## config.mk

```make
export PLATFORM = sky130hd
export DESIGN_NAME = pbb_result_queue
export DESIGN_NICKNAME = d
export VERILOG_FILES = /design/src/rtl/core/pbb_pkg.sv /design/src/rtl/core/pbb_result_queue.sv
export SDC_FILE = /design/constraint.sdc
export NUM_CORES = 1
export LEC_CHECK = 0
export BUFFER_PORTS_ARGS = -buffer_cell sky130_fd_sc_hd__buf_2
export CAP_MARGIN = 25
export CORE_MARGIN = 4
export CORE_UTILIZATION = 50
export CTS_CLUSTER_SIZE = 24
export DETAILED_ROUTE_END_ITERATION = 6
export PLACE_DENSITY = 0.76
export SYNTH_ARGS = -nofsm -noshare
export SYNTH_HDL_FRONTEND = slang
export SYNTH_SLANG_ARGS = --single-unit
```

## constraint.sdc

```tcl
create_clock -name clk -period 4.3 [get_ports clk]
set_input_delay 0.215 -clock clk [delete_from_list [all_inputs] [get_ports clk]]
set_output_delay 0.215 -clock clk [all_outputs]
set_load 0.05 [all_outputs]
```

## src/rtl/core/pbb_pkg.sv

```systemverilog
// Package with types, constants and the byte averaging function of the pixel path.
`default_nettype none

package pbb_pkg;

	localparam int PALETTE_ENTRIES_DEF = 32768;
	localparam int INDEX_W             = 15;
	localparam int PIXEL_W             = 32;
	localparam int IN_DATA_W           = 80;
	localparam int CFG_INDEX_W         = 1;
	localparam int QUEUE_DEPTH         = 4;
	localparam int QUEUE_PTR_W         = $clog2(QUEUE_DEPTH);
	localparam int QUEUE_CNT_W         = $clog2(QUEUE_DEPTH + 1);
	localparam int PUSH_CNT_W          = 2;

	typedef enum logic [CFG_INDEX_W-1:0] {
		REG_BLEND_ENABLE = 1'b0,
		REG_BLEED_ENABLE = 1'b1
	} cfg_reg_t;

	typedef struct packed {
		logic [PIXEL_W-1:0] pixel;
		logic               last;
	} result_t;

	// Up to two results are written into the output queue per pixel.
	typedef struct packed {
		logic [PUSH_CNT_W-1:0] count;
		result_t               first;
		result_t               second;
	} push_t;

	// Per-byte floor average, no carry between bytes.
	function automatic logic [PIXEL_W-1:0] avg_bytes(input logic [PIXEL_W-1:0] x,
		input logic [PIXEL_W-1:0] y);
		logic [8:0]         sum;
		logic [PIXEL_W-1:0] res;
		for (int b = 0; b < PIXEL_W / 8; b++) begin
			sum = {1'b0, x[b*8 +: 8]} + {1'b0, y[b*8 +: 8]};
			res[b*8 +: 8] = sum[8:1];
		end
		return res;
	endfunction

endpackage

`default_nettype wire

```

## src/rtl/core/pbb_result_queue.sv

```systemverilog
// Small output queue that takes up to two results per cycle and hands out one beat.
`default_nettype none

module pbb_result_queue
	import pbb_pkg::*;
(
	input  wire logic                   clk,
	input  wire logic                   arst_n,
	input  wire push_t                  push,
	input  wire logic                   pop_ready,
	output logic                        out_valid,
	output result_t                     out_item,
	output logic      [QUEUE_CNT_W-1:0] count
);

	result_t                entries_q [QUEUE_DEPTH];
	logic [QUEUE_PTR_W-1:0] wr_ptr_q;
	logic [QUEUE_PTR_W-1:0] rd_ptr_q;
	logic [QUEUE_CNT_W-1:0] count_q;
	logic [QUEUE_PTR_W-1:0] wr_ptr_next1;
	logic                   pop;

	assign out_valid    = (count_q != '0);
	assign out_item     = entries_q[rd_ptr_q];
	assign count        = count_q;
	assign pop          = out_valid && pop_ready;
	assign wr_ptr_next1 = wr_ptr_q + QUEUE_PTR_W'(1);

	always_ff @(posedge clk) begin
		if (push.count != '0) begin
			entries_q[wr_ptr_q] <= push.first;
		end
		if (push.count == PUSH_CNT_W'(2)) begin
			entries_q[wr_ptr_next1] <= push.second;
		end
	end

	always_ff @(posedge clk or negedge arst_n) begin
		if (!arst_n) begin
			wr_ptr_q <= '0;
			rd_ptr_q <= '0;
			count_q  <= '0;
		end else begin
			wr_ptr_q <= wr_ptr_q + QUEUE_PTR_W'(push.count);
			if (pop) begin
				rd_ptr_q <= rd_ptr_q + QUEUE_PTR_W'(1);
			end
			count_q <= count_q + QUEUE_CNT_W'(push.count) - QUEUE_CNT_W'(pop);
		end
	end

endmodule

`default_nettype wire

```

==> run_summary.xml, run 1 <==
<?xml version="1.0" encoding="UTF-8"?>
<metrics>
  <group name="routing">
    <metric name="firstDrtPassIters" unit="">4</metric>
    <metric name="detail_route.wirelength" unit="um">14480</metric>
    <metric name="postRouteAntennaNets" unit="">0</metric>
    <metric name="route.vias.total" unit="">3827</metric>
    <metric name="avgViaCountPerCell" unit="">5.790</metric>
    <metric name="drt_first_iter_violations" unit="">236</metric>
    <metric name="remaining_drc_errors" unit="">0</metric>
    <metric name="post_drt_wl_per_cell" unit="um">21.90</metric>
  </group>
  <group name="floorplanning">
    <metric name="die_y" unit="um">124.9</metric>
    <metric name="io_pins" unit="">108</metric>
    <metric name="core_area" unit="mm2">0.01330</metric>
    <metric name="design.die.area" unit="mm2">0.01560</metric>
    <metric name="die_w" unit="um">124.9</metric>
    <metric name="initial_utilization" unit="">0.5140</metric>
    <metric name="rows" unit="">42</metric>
  </group>
  <group name="run_status">
    <metric name="run_status" unit="">completed</metric>
  </group>
  <group name="clocking">
    <metric name="clock-root-buffer" unit="">sky130_fd_sc_hd__clkbuf_16</metric>
    <metric name="longest_clk_path_bufs" unit="">2</metric>
    <metric name="cts.sinks" unit="">139</metric>
    <metric name="cts-htree-levels" unit="">4</metric>
    <metric name="cts_setup_buffers" unit="">0</metric>
    <metric name="clock_transition_at_the_registers_of_the_reported_paths" unit="ps">60</metric>
    <metric name="tritoncts.num_buffers" unit="">17</metric>
    <metric name="clock_latency" unit="ps">420</metric>
    <metric name="cts_tree" unit="">built</metric>
  </group>
  <group name="worst_setup_path">
    <metric name="cpPeakStageDelay" unit="ps">870</metric>
    <metric name="timing.critical_path.required" unit="ps">4090</metric>
    <metric name="crit_path_top_delay_cell" unit="">sky130_fd_sc_hd__dfrtp_2</metric>
    <metric name="worst-path-buf-inv" unit="">2</metric>
    <metric name="path_depth" unit="">3</metric>
    <metric name="worst_r2r_path_depth" unit="">3</metric>
    <metric name="critPathTopFamily" unit="">flip-flops</metric>
    <metric name="path_class" unit="">flop to output pin</metric>
    <metric name="timing.critical_path.cells" unit="">buf_4, mux4_2, buf_2</metric>
    <metric name="cp_data_arrival_time" unit="ps">2520</metric>
    <metric name="timing.critical_path.fanout_max" unit="">22</metric>
    <metric name="endpoint_kind" unit="">output pin</metric>
    <metric name="critical_path.startpoint_type" unit="">flop</metric>
  </group>
  <group name="final_layout">
    <metric name="syn2layout_area_growth" unit="%">19.66</metric>
    <metric name="multi_input_comb_area" unit="mm2">0.002515</metric>
    <metric name="proportion_of_layout_cells_with_a_drive_suffix_above_1" unit="">0.6426</metric>
    <metric name="nFillCells" unit="">958</metric>
    <metric name="final-seq-area" unit="mm2">0.004141</metric>
    <metric name="nNetsFinal" unit="">547</metric>
  </group>
  <group name="synth">
    <metric name="yosys-top-cells-area" unit="">sky130_fd_sc_hd__edfxtp_1 58%, sky130_fd_sc_hd__mux2_2 20%, sky130_fd_sc_hd__mux4_2 11%</metric>
    <metric name="synth-main-ff-cell" unit="">sky130_fd_sc_hd__edfxtp_1</metric>
    <metric name="synth_enable_flop_cells" unit="">132</metric>
    <metric name="synthDominantAreaCellType" unit="">sky130_fd_sc_hd__edfxtp_1</metric>
    <metric name="synth.cell_area" unit="mm2">0.006834</metric>
    <metric name="yosysTopAreaCellShare" unit="">0.5800</metric>
    <metric name="count_of_warnings_emitted_by_yosys" unit="">0</metric>
    <metric name="synth.ff_latch_count" unit="">139</metric>
    <metric name="syn-instance-count" unit="">359</metric>
    <metric name="synth_sequential_area_ratio" unit="">0.6056</metric>
    <metric name="synth_fp_nets" unit="">435</metric>
    <metric name="post_synth_top_cells" unit="">132 x sky130_fd_sc_hd__edfxtp_1, 123 x sky130_fd_sc_hd__mux2_2, 33 x sky130_fd_sc_hd__mux4_2, 12 x sky130_fd_sc_hd__buf_6</metric>
    <metric name="postSynthAreaPerCell" unit="um2">19.04</metric>
    <metric name="post-synth-top-count-cell" unit="">sky130_fd_sc_hd__edfxtp_1</metric>
    <metric name="asyncSetResetFlopFracSynth" unit="">0.05036</metric>
    <metric name="synth_cell_types" unit="">23</metric>
  </group>
  <group name="place">
    <metric name="place.detailed.hpwl" unit="um">9186</metric>
    <metric name="place_congestion" unit="">0.7571</metric>
    <metric name="placement.io_buffers" unit="">107</metric>
  </group>
  <group name="power">
    <metric name="sw_frac_of_total" unit="">0.3928</metric>
    <metric name="comb_power_share" unit="">0.408</metric>
    <metric name="vdd_drop_max" unit="uV">416.6</metric>
    <metric name="power_density" unit="mW/mm2">768.4</metric>
    <metric name="static_leak" unit="uW">0.002936</metric>
    <metric name="power_report.internal_total" unit="uW">3815</metric>
    <metric name="seq_power_share" unit="">0.363</metric>
    <metric name="share_clk_of_total_power" unit="">0.229</metric>
    <metric name="switching_power" unit="uW">2469</metric>
  </group>
  <group name="sta">
    <metric name="tightestPinTransition" unit="ps">927.9</metric>
    <metric name="finalCritPeriodShare" unit="">0.6360</metric>
    <metric name="rsz0062_at_grt" unit="">false</metric>
    <metric name="report.final.setup_viol" unit="">0</metric>
    <metric name="slew_viol_final" unit="">0</metric>
    <metric name="timing.slew.headroom" unit="">0.3814</metric>
    <metric name="whs" unit="ps">124.6</metric>
    <metric name="skew" unit="ps">5.987</metric>
    <metric name="timing.final.hold_violations" unit="">0</metric>
    <metric name="setup-tns-final" unit="ps">0</metric>
    <metric name="timing.final.crit_period" unit="ps">2735</metric>
    <metric name="max_freq" unit="MHz">365.7</metric>
  </group>
  <group name="grt">
    <metric name="global_route.usage.total" unit="">0.1965</metric>
    <metric name="first_global_vias" unit="">4174</metric>
    <metric name="final_global_route_overflow_total" unit="">0</metric>
    <metric name="wire_length_of_the_first_global_routing_pass" unit="um">23320</metric>
    <metric name="antenna_violations_before_repair" unit="">0</metric>
    <metric name="grt_max_degree" unit="">35</metric>
  </group>
  <group name="hold_path">
    <metric name="min_path_type" unit="">primary input to flop</metric>
    <metric name="min_delay_path_depth" unit="">2</metric>
  </group>
  <group name="run">
    <metric name="max_cap_viol_count" unit="">0</metric>
  </group>
</metrics>
routing by layer:
metal	global-route usage	up-vias	part of all wire
met3	0.04931	19	0.058
met4	0.06952	0	0.015
met1	0.2494	1981	0.42
met2	0.3308	131	0.51
li1	-	1696	-
met5	0	-	0
cell type report:
class,count,area share
antenna,1,0.0003060
sequential,139,0.5064
inverter,7,0.003213
multi-input combinational,189,0.3075
clock buffer,17,0.05202
tap,176,0.02693
clock inverter,15,0.01912
timing repair buffer,117,0.08446
path summary, 6_finish.rpt:
check	slack (ps)	startpoint	endpoint
setup / recovery	1570	rd_ptr_q[0]	out_item[28]
hold / removal	120	push[60]	entries_q[2][27]
setup reg to reg	1930	wr_ptr_q[1]	entries_q[1][10]
hold reg to reg	540	count[2]	count[2]
max in group asynchronous	3950	arst_n	rd_ptr_q[0]
min in group asynchronous	160	arst_n	count[2]
state kept, by name, summed over array words and instances, names as in the netlist:
signal	count
count	3
entries_q	132
rd_ptr_q	2
wr_ptr_q	2
cells by family after synthesis:
family,after synthesis,synth area share
flip-flops,139,0.6056
multiplexers,166,0.3277
AND/OR/NAND/NOR,7,0.01135
adder cells (fa/ha/maj),5,0.01025
XOR/XNOR,6,0.007689
buffers and inverters,31,0.03186
AO/OA/AOI/OAI,5,0.005492
worst register-to-register path, cell delays in order, from the launching register on:
cell and delay (ps):
sky130_fd_sc_hd__dfrtp_1 530, sky130_fd_sc_hd__nor4b_4 680, sky130_fd_sc_hd__buf_4 500, sky130_fd_sc_hd__mux2_2 400
layout by cell type (no fill, tap or decap), types with 2 or more instances in the layout:
cell | netlist | final
sky130_fd_sc_hd__clkbuf_16 | 0 | 17
sky130_fd_sc_hd__mux4_2 | 33 | 33
sky130_fd_sc_hd__buf_4 | 0 | 4
sky130_fd_sc_hd__clkinv_2 | 0 | 5
sky130_fd_sc_hd__buf_16 | 0 | 2
sky130_fd_sc_hd__nor2_4 | 0 | 2
sky130_fd_sc_hd__bufinv_16 | 0 | 3
sky130_fd_sc_hd__clkinvlp_4 | 0 | 4
sky130_fd_sc_hd__inv_1 | 7 | 7
sky130_fd_sc_hd__mux2_1 | 9 | 9
sky130_fd_sc_hd__edfxtp_1 | 132 | 132
sky130_fd_sc_hd__buf_12 | 0 | 3
sky130_fd_sc_hd__dfrtp_1 | 7 | 5
sky130_fd_sc_hd__ha_1 | 4 | 4
sky130_fd_sc_hd__xnor2_1 | 5 | 5
sky130_fd_sc_hd__and4bb_2 | 2 | 2
sky130_fd_sc_hd__mux2_2 | 123 | 123
sky130_fd_sc_hd__buf_2 | 9 | 107
sky130_fd_sc_hd__clkinv_1 | 0 | 3
sky130_fd_sc_hd__dfrtp_2 | 0 | 2
power groups by stage:
| stage | Clock (uW) | Sequential (uW) | Combinational [uW] |
|---|---|---|---|
| after floorplan | 0 | 2190 | 2020 |
| after global placement | 0 | 2310 | 2470 |
| after detailed placement | 0 | 2320 | 2590 |
| after CTS | 1450 | 2300 | 2600 |
| after global routing | 1520 | 2340 | 2700 |
| final | 1440 | 2280 | 2560 |
timing repair:
action,in CTS,in global routing
endpoints found under the setup margin,0,0
endpoints found under the hold margin,7,0
hold buffers,1,0
resized for setup,0,0
through the flow:
stage / cells / util / setup slack [ps] / total power [uW] / instance area (um2)
global placement: 622 / 0.5617 / 1927 / 4779 / 7468
detailed placement: 627 / 0.5704 / 1947 / 4908 / 7584
global route: 660 / 0.6149 / 1380 / 6567 / 8175
finish: 661 / 0.6151 / 1565 / 6284 / 8178
CTS: 660 / 0.6149 / 1474 / 6351 / 8175
floorplan: 359 / - / 841.1 / 4208 / 6834
No activity file was read; power rests on OpenSTA's default activity.
==> run 2: changes to the inputs <==
==> constraint.sdc (replaced) <==
create_clock -name clk -period 2.6 [get_ports clk]
set_input_delay 0.13 -clock clk [delete_from_list [all_inputs] [get_ports clk]]
set_output_delay 0.13 -clock clk [all_outputs]
set_load 0.05 [all_outputs]
==> run 2 against run 1 <==
Sequential power rose by 58%; setup slack worse by 1100 ps; largest cell class unchanged; highest routed layer is now met5; via count decreased by 0.50%; critical path depth unchanged; non-clock buffer count is 8 higher; clock power up 90%; register-to-register slack got worse by 1400 ps; routed wire length increased by 0.76%; hold slack worse by 91 ps; first-iteration DRC count rose by 17%.
==> run_summary.xml, run 2 (synthesis results as in run 1) <==
<?xml version="1.0" encoding="UTF-8"?>
<metrics>
  <group name="place">
    <metric name="place.detailed.hpwl" unit="um">9197</metric>
    <metric name="place_congestion" unit="">0.7581</metric>
    <metric name="post-place-cells" unit="">635</metric>
    <metric name="post_dp_cell_area" unit="mm2">0.007616</metric>
    <metric name="placement.io_buffers" unit="">107</metric>
  </group>
  <group name="grt">
    <metric name="global_route.usage.total" unit="">0.1953</metric>
    <metric name="grt_max_degree" unit="">23</metric>
    <metric name="antenna_violations_before_repair" unit="">2</metric>
    <metric name="final_global_route_overflow_total" unit="">0</metric>
    <metric name="globalRouteMet2Util" unit="">0.3212</metric>
    <metric name="wire_length_of_the_first_global_routing_pass" unit="um">23130</metric>
    <metric name="globalRouteMet1Util" unit="">0.2453</metric>
    <metric name="first_global_vias" unit="">4125</metric>
    <metric name="busiest_layer" unit="">met2</metric>
    <metric name="met3_track_usage_gr" unit="">0.07247</metric>
  </group>
  <group name="hold_path">
    <metric name="min-delay-start" unit="">pop_ready</metric>
    <metric name="min_path_type" unit="">primary input to flop</metric>
  </group>
  <group name="power">
    <metric name="power_density" unit="mW/mm2">1298</metric>
    <metric name="vdd_drop_max" unit="uV">913.6</metric>
    <metric name="static_leak" unit="uW">0.003012</metric>
  </group>
  <group name="routing">
    <metric name="remaining_drc_errors" unit="">0</metric>
    <metric name="postRouteAntennaNets" unit="">0</metric>
    <metric name="avgViaCountPerCell" unit="">5.692</metric>
    <metric name="detail_route.wirelength" unit="um">14590</metric>
    <metric name="post_drt_wl_per_cell" unit="um">21.80</metric>
    <metric name="route.vias.total" unit="">3808</metric>
    <metric name="firstDrtPassIters" unit="">4</metric>
    <metric name="drt_first_iter_violations" unit="">277</metric>
  </group>
  <group name="final_layout">
    <metric name="largest-register" unit="">entries_q</metric>
    <metric name="nNetsFinal" unit="">555</metric>
    <metric name="final_cells" unit="">669</metric>
    <metric name="proportion_of_layout_cells_with_a_drive_suffix_above_1" unit="">0.6524</metric>
    <metric name="syn2layout_area_growth" unit="%">21.48</metric>
    <metric name="layout_commonest_cell" unit="">sky130_fd_sc_hd__edfxtp_1</metric>
    <metric name="stdcell_area" unit="mm2">0.008302</metric>
    <metric name="largest_reg_flops" unit="">132</metric>
    <metric name="commonest_cells_after_routing_fill_and_taps_aside" unit="">132 x sky130_fd_sc_hd__edfxtp_1, 123 x sky130_fd_sc_hd__mux2_2, 107 x sky130_fd_sc_hd__buf_2</metric>
  </group>
  <group name="worst_setup_path">
    <metric name="critical_path.startpoint_type" unit="">flop</metric>
    <metric name="timing.critical_path.required" unit="ps">2470</metric>
    <metric name="crit_path_top_delay_cell" unit="">sky130_fd_sc_hd__mux4_2</metric>
    <metric name="cp_data_arrival_time" unit="ps">2000</metric>
    <metric name="endpoint_kind" unit="">output pin</metric>
    <metric name="critPathTopFamily" unit="">buffers and inverters</metric>
    <metric name="cpPeakStageDelay" unit="ps">590</metric>
    <metric name="timing.critical_path.cells" unit="">buf_4, mux4_2, buf_2</metric>
    <metric name="timing.critical_path.fanout_max" unit="">21</metric>
    <metric name="worst-path-buf-inv" unit="">2</metric>
    <metric name="worstSetupStartpoint" unit="">rd_ptr_q[0]</metric>
    <metric name="reg2reg_from" unit="">count[2]</metric>
    <metric name="path_class" unit="">flop to output pin</metric>
  </group>
  <group name="clocking">
    <metric name="clock_latency" unit="ps">420</metric>
    <metric name="cts-htree-levels" unit="">4</metric>
    <metric name="longest_clk_path_bufs" unit="">2</metric>
    <metric name="tritoncts.num_buffers" unit="">17</metric>
    <metric name="clock_transition_at_the_registers_of_the_reported_paths" unit="ps">60</metric>
    <metric name="cts_repair_resize_count" unit="">0</metric>
    <metric name="clock-root-buffer" unit="">sky130_fd_sc_hd__clkbuf_16</metric>
    <metric name="cts.sinks" unit="">139</metric>
    <metric name="cts_tree" unit="">built</metric>
  </group>
  <group name="floorplanning">
    <metric name="die_y" unit="um">124.9</metric>
    <metric name="design.die.area" unit="mm2">0.01560</metric>
    <metric name="die_w" unit="um">124.9</metric>
    <metric name="initial_utilization" unit="">0.5140</metric>
    <metric name="rows" unit="">42</metric>
    <metric name="core_area" unit="mm2">0.01330</metric>
    <metric name="io_pins" unit="">108</metric>
  </group>
  <group name="sta">
    <metric name="slew_viol_final" unit="">0</metric>
    <metric name="timing.slew.headroom" unit="">0.4942</metric>
    <metric name="timing.final.hold_violations" unit="">0</metric>
    <metric name="setup-tns-final" unit="ps">0</metric>
    <metric name="finalCritPeriodShare" unit="">0.8182</metric>
    <metric name="rsz0062_at_grt" unit="">false</metric>
    <metric name="report.final.setup_viol" unit="">0</metric>
    <metric name="max_freq" unit="MHz">470.1</metric>
    <metric name="timing.final.crit_period" unit="ps">2127</metric>
    <metric name="skew" unit="ps">6.519</metric>
    <metric name="tightestPinTransition" unit="ps">755.8</metric>
  </group>
  <group name="run_status">
    <metric name="run_status" unit="">completed</metric>
  </group>
  <group name="run">
    <metric name="max_cap_viol_count" unit="">0</metric>
  </group>
</metrics>
## run 2: per-stage QoR
step	hold slack [ps]	worst slack (ps)	total power, uW	utilization
2_1_floorplan	-165.6	14.94	6951	-
3_3_place_gp	-31.62	614.2	8071	0.5728
3_5_place_dp	-27.05	565.8	8148	0.5728
4_1_cts	15.99	417.6	10890	0.6242
5_1_grt	36.18	339.6	11240	0.6244
6_report	33.60	472.8	10780	0.6244
## run 2: final timing paths
kind | end | slack [ps] | cells after the start
min in group asynchronous | count[0] | 70 | 2
max reg2reg | count[2] | 560 | 7
max | out_item[13] | 470 | 3
max in group asynchronous | rd_ptr_q[1] | 2360 | 2
min reg2reg | count[2] | 540 | 1
min | rd_ptr_q[1] | 30 | 3
## run 2: layer usage
layer | wire, um | part of all wire | vias up
met2 | 7315 | 0.50 | 146
met5 | 13 | 0.00089 | -
li1 | - | - | 1718
met1 | 5823 | 0.40 | 1923
met4 | 172 | 0.012 | 2
met3 | 1260 | 0.086 | 19
## run 2: worst min-delay path, cell delays in order
cell and delay [ps]:
sky130_fd_sc_hd__buf_2 110, sky130_fd_sc_hd__o311ai_0 110, sky130_fd_sc_hd__xnor2_1 70
## run 2: what timing repair did
action                                 4_1_cts  5_1_grt
hold buffers                                 1        0
endpoints found under the hold margin        7        0
buffers inserted                             0        0
## run 2: where the power goes
group	total, uW	internal [uW]	switching, uW
Clock	2730	1800	933
Sequential	3610	3330	271
Combinational	4440	1510	2930
## run 2: cell type report
class / count / area, um2
clock buffers: 17 / 425.4
repair buffers: 125 / 723.2
multi-input cells: 189 / 2515
fillers: 958 / 4994
diodes: 1 / 2.502
flip-flops and latches: 139 / 4141
inverters: 7 / 26.28
well taps: 176 / 220.2
clock inverters: 15 / 247.7
==> run 3: changes to the inputs <==
--- a/config.mk
+++ b/config.mk
@@ -11,7 +11,7 @@
 export CORE_UTILIZATION = 50
 export CTS_CLUSTER_SIZE = 24
 export DETAILED_ROUTE_END_ITERATION = 6
-export PLACE_DENSITY = 0.76
+export PLACE_DENSITY = 0.79
 export SYNTH_ARGS = -nofsm -noshare
 export SYNTH_HDL_FRONTEND = slang
 export SYNTH_SLANG_ARGS = --single-unit
==> constraint.sdc (replaced) <==
create_clock -name clk -period 1.8 [get_ports clk]
set_input_delay 0.09 -clock clk [delete_from_list [all_inputs] [get_ports clk]]
set_output_delay 0.09 -clock clk [all_outputs]
set_load 0.05 [all_outputs]
==> run 3 against run 2 <==
Non-clock buffer count up 28; clock power up 18%; critical path type is now flop to flop; via count up 4.0%; largest power group unchanged; setup slack worse by 600 ps; sequential share of layout area down 2.7 points; critical endpoint is now count[2]; sequential power up 42%; the run now ends with setup timing left.
==> run_summary.xml, run 3 (synthesis results as in run 1) <==
<?xml version="1.0" encoding="UTF-8"?>
<metrics>
  <group name="sta">
    <metric name="postLayoutSetupSlackWorst" unit="ps">-129.8</metric>
    <metric name="finalCritPeriodShare" unit="">1.072</metric>
    <metric name="setup-tns-final" unit="ps">-3233</metric>
    <metric name="slew_viol_final" unit="">0</metric>
    <metric name="report.final.setup_viol" unit="">34</metric>
    <metric name="rsz0062_at_grt" unit="">true</metric>
    <metric name="timing.final.hold_violations" unit="">0</metric>
    <metric name="max_freq" unit="MHz">518.2</metric>
    <metric name="timing.final.crit_period" unit="ps">1930</metric>
    <metric name="skew" unit="ps">6.843</metric>
    <metric name="tightestPinTransition" unit="ps">433.8</metric>
    <metric name="timing.slew.headroom" unit="">0.7102</metric>
  </group>
  <group name="run_status">
    <metric name="failed_checks" unit="">setup timing</metric>
    <metric name="run_status" unit="">finished with violations</metric>
  </group>
  <group name="grt">
    <metric name="antenna_violations_before_repair" unit="">0</metric>
    <metric name="wire_length_of_the_first_global_routing_pass" unit="um">24170</metric>
    <metric name="first_global_vias" unit="">4347</metric>
    <metric name="grt_max_degree" unit="">21</metric>
    <metric name="final_global_route_overflow_total" unit="">0</metric>
    <metric name="global_route.usage.total" unit="">0.2028</metric>
  </group>
  <group name="worst_setup_path">
    <metric name="worstSetupStartpoint" unit="">count[0]</metric>
    <metric name="path_class" unit="">flop to flop</metric>
    <metric name="cp_data_arrival_time" unit="ps">2230</metric>
    <metric name="cpPeakStageDelay" unit="ps">400</metric>
    <metric name="timing.critical_path.required" unit="ps">2100</metric>
    <metric name="endpoint_kind" unit="">flop</metric>
    <metric name="timing.critical_path.cells" unit="">o31a_1, ha_1, inv_1, ha_2, fa_2, xnor2_2, xnor2_1</metric>
    <metric name="crit_path_top_delay_cell" unit="">sky130_fd_sc_hd__dfrtp_2</metric>
    <metric name="critical_path.startpoint_type" unit="">flop</metric>
    <metric name="timing.critical_path.fanout_max" unit="">2</metric>
    <metric name="reg2reg_from" unit="">count[0]</metric>
  </group>
  <group name="final_layout">
    <metric name="largest_reg_flops" unit="">132</metric>
    <metric name="postLayoutCoreUtil" unit="">0.6606</metric>
    <metric name="final-seq-area" unit="mm2">0.004145</metric>
    <metric name="largest-register" unit="">entries_q</metric>
    <metric name="nNetsFinal" unit="">583</metric>
    <metric name="commonest_cells_after_routing_fill_and_taps_aside" unit="">132 x sky130_fd_sc_hd__edfxtp_1, 123 x sky130_fd_sc_hd__mux2_2, 74 x sky130_fd_sc_hd__buf_2</metric>
    <metric name="nFillCells" unit="">896</metric>
    <metric name="final_cells" unit="">693</metric>
    <metric name="proportion_of_layout_cells_with_a_drive_suffix_above_1" unit="">0.6596</metric>
    <metric name="antenna_cells" unit="">0</metric>
    <metric name="multi_input_comb_area" unit="mm2">0.002527</metric>
    <metric name="layout_commonest_cell" unit="">sky130_fd_sc_hd__edfxtp_1</metric>
    <metric name="syn2layout_area_growth" unit="%">28.51</metric>
  </group>
  <group name="clocking">
    <metric name="longest_clk_path_bufs" unit="">2</metric>
    <metric name="cts.sinks" unit="">139</metric>
    <metric name="clock-root-buffer" unit="">sky130_fd_sc_hd__clkbuf_16</metric>
    <metric name="clock_transition_at_the_registers_of_the_reported_paths" unit="ps">60</metric>
    <metric name="clock_latency" unit="ps">410</metric>
    <metric name="cts_tree" unit="">built</metric>
    <metric name="tritoncts.num_buffers" unit="">17</metric>
    <metric name="cts-htree-levels" unit="">4</metric>
  </group>
  <group name="power">
    <metric name="power_report.internal_total" unit="uW">10250</metric>
    <metric name="comb_power_share" unit="">0.493</metric>
    <metric name="share_clk_of_total_power" unit="">0.196</metric>
    <metric name="seq_power_share" unit="">0.311</metric>
    <metric name="sw_frac_of_total" unit="">0.3767</metric>
    <metric name="static_leak" unit="uW">0.003215</metric>
    <metric name="vdd_drop_max" unit="uV">1261</metric>
    <metric name="power_density" unit="mW/mm2">1872</metric>
    <metric name="switching_power" unit="uW">6193</metric>
  </group>
  <group name="routing">
    <metric name="firstDrtPassIters" unit="">4</metric>
    <metric name="drt_first_iter_violations" unit="">206</metric>
    <metric name="detail_route.wirelength" unit="um">15380</metric>
    <metric name="postRouteAntennaNets" unit="">0</metric>
    <metric name="route.vias.total" unit="">3960</metric>
    <metric name="avgViaCountPerCell" unit="">5.714</metric>
    <metric name="remaining_drc_errors" unit="">0</metric>
    <metric name="post_drt_wl_per_cell" unit="um">22.20</metric>
  </group>
  <group name="place">
    <metric name="place_ws" unit="ps">-128.5</metric>
    <metric name="place_congestion" unit="">0.7457</metric>
    <metric name="placement.io_buffers" unit="">107</metric>
    <metric name="place.detailed.hpwl" unit="um">9613</metric>
    <metric name="post-place-cells" unit="">647</metric>
  </group>
  <group name="floorplanning">
    <metric name="rows" unit="">42</metric>
    <metric name="design.die.area" unit="mm2">0.01560</metric>
    <metric name="io_pins" unit="">108</metric>
    <metric name="initial_utilization" unit="">0.5140</metric>
    <metric name="die_y" unit="um">124.9</metric>
    <metric name="die_w" unit="um">124.9</metric>
    <metric name="core_area" unit="mm2">0.01330</metric>
  </group>
  <group name="hold_path">
    <metric name="min-delay-start" unit="">push[1]</metric>
    <metric name="min_path_type" unit="">primary input to flop</metric>
  </group>
  <group name="run">
    <metric name="max_cap_viol_count" unit="">0</metric>
  </group>
</metrics>
[run 3: changes by cell type in the layout (fill, tap and decap cells not counted), sizes merged]
cell and delta:
clkbuf +1, clkinvlp -2, clkinv +2, diode -1, dlygate4sd3 +9, bufinv -4, buf +19
[run 3: timing repair]
item                       CTS  global route
hold endpoints to repair    16             0
setup buffers                4             2
resized for setup           66            14
pin swaps                    0             1
hold buffers                10             0
setup endpoints to repair   34            56
cloned                       3             0
[run 3: worst paths after layout]
path	depth (start not counted)	slack [ps]	end
worst max-delay path	7	-130	count[2]
worst min-delay path	2	10	entries_q[3][1]
worst max register to register	7	-130	count[2]
worst min register to register	2	590	count[2]
max in group asynchronous	2	1580	count[0]
min in group asynchronous	2	40	count[2]
[run 3: final cells by class]
| class | instances | area share |
|---|---|---|
| Sequential cell | 139 | 0.4720 |
| Multi-Input combinational cell | 189 | 0.2878 |
| Timing Repair Buffer | 153 | 0.1512 |
| Clock buffer | 18 | 0.04887 |
| Tap cell | 176 | 0.02507 |
| Clock inverter | 11 | 0.01211 |
| Inverter | 7 | 0.002992 |
[run 3: layer usage]
metal  vias up  global-route usage  share of wire
met5         -                   0              0
met4         0             0.06314          0.012
met3        20             0.04760          0.060
met2       134              0.3543           0.52
met1      2041              0.2521           0.41
li1       1765                   -              -
[run 3: power groups by stage]
stage,logic (uW),clock network [uW],registers (uW)
after detailed placement,6900,0,5180
after global routing,8470,3400,5200
after CTS,8060,3260,5130
after global placement,6810,0,5090
after floorplan,4930,0,5190
final,8110,3220,5120
[run 3: worst max-delay path: cells and delay by family, from the launching register on]
family	cells	cell delay [ps]
DFF	1	400
xor gates and xnor gates	2	260
adders and majority gates	3	800
AOI/OAI and AO/OA	1	310
buffers and inverters	1	40
[run 3: per-stage QoR]
| stage | instance area, um2 | power (uW) | hold WS [ps] |
|---|---|---|---|
| after global routing | 8782 | 17080 | 13.62 |
| after detailed placement | 7797 | 12080 | -63.17 |
| after CTS | 8733 | 16450 | 1.017 |
| after floorplan | 6888 | 10110 | -205.6 |
| after global placement | 7797 | 11900 | -71.56 |
| final | 8782 | 16440 | 14.46 |
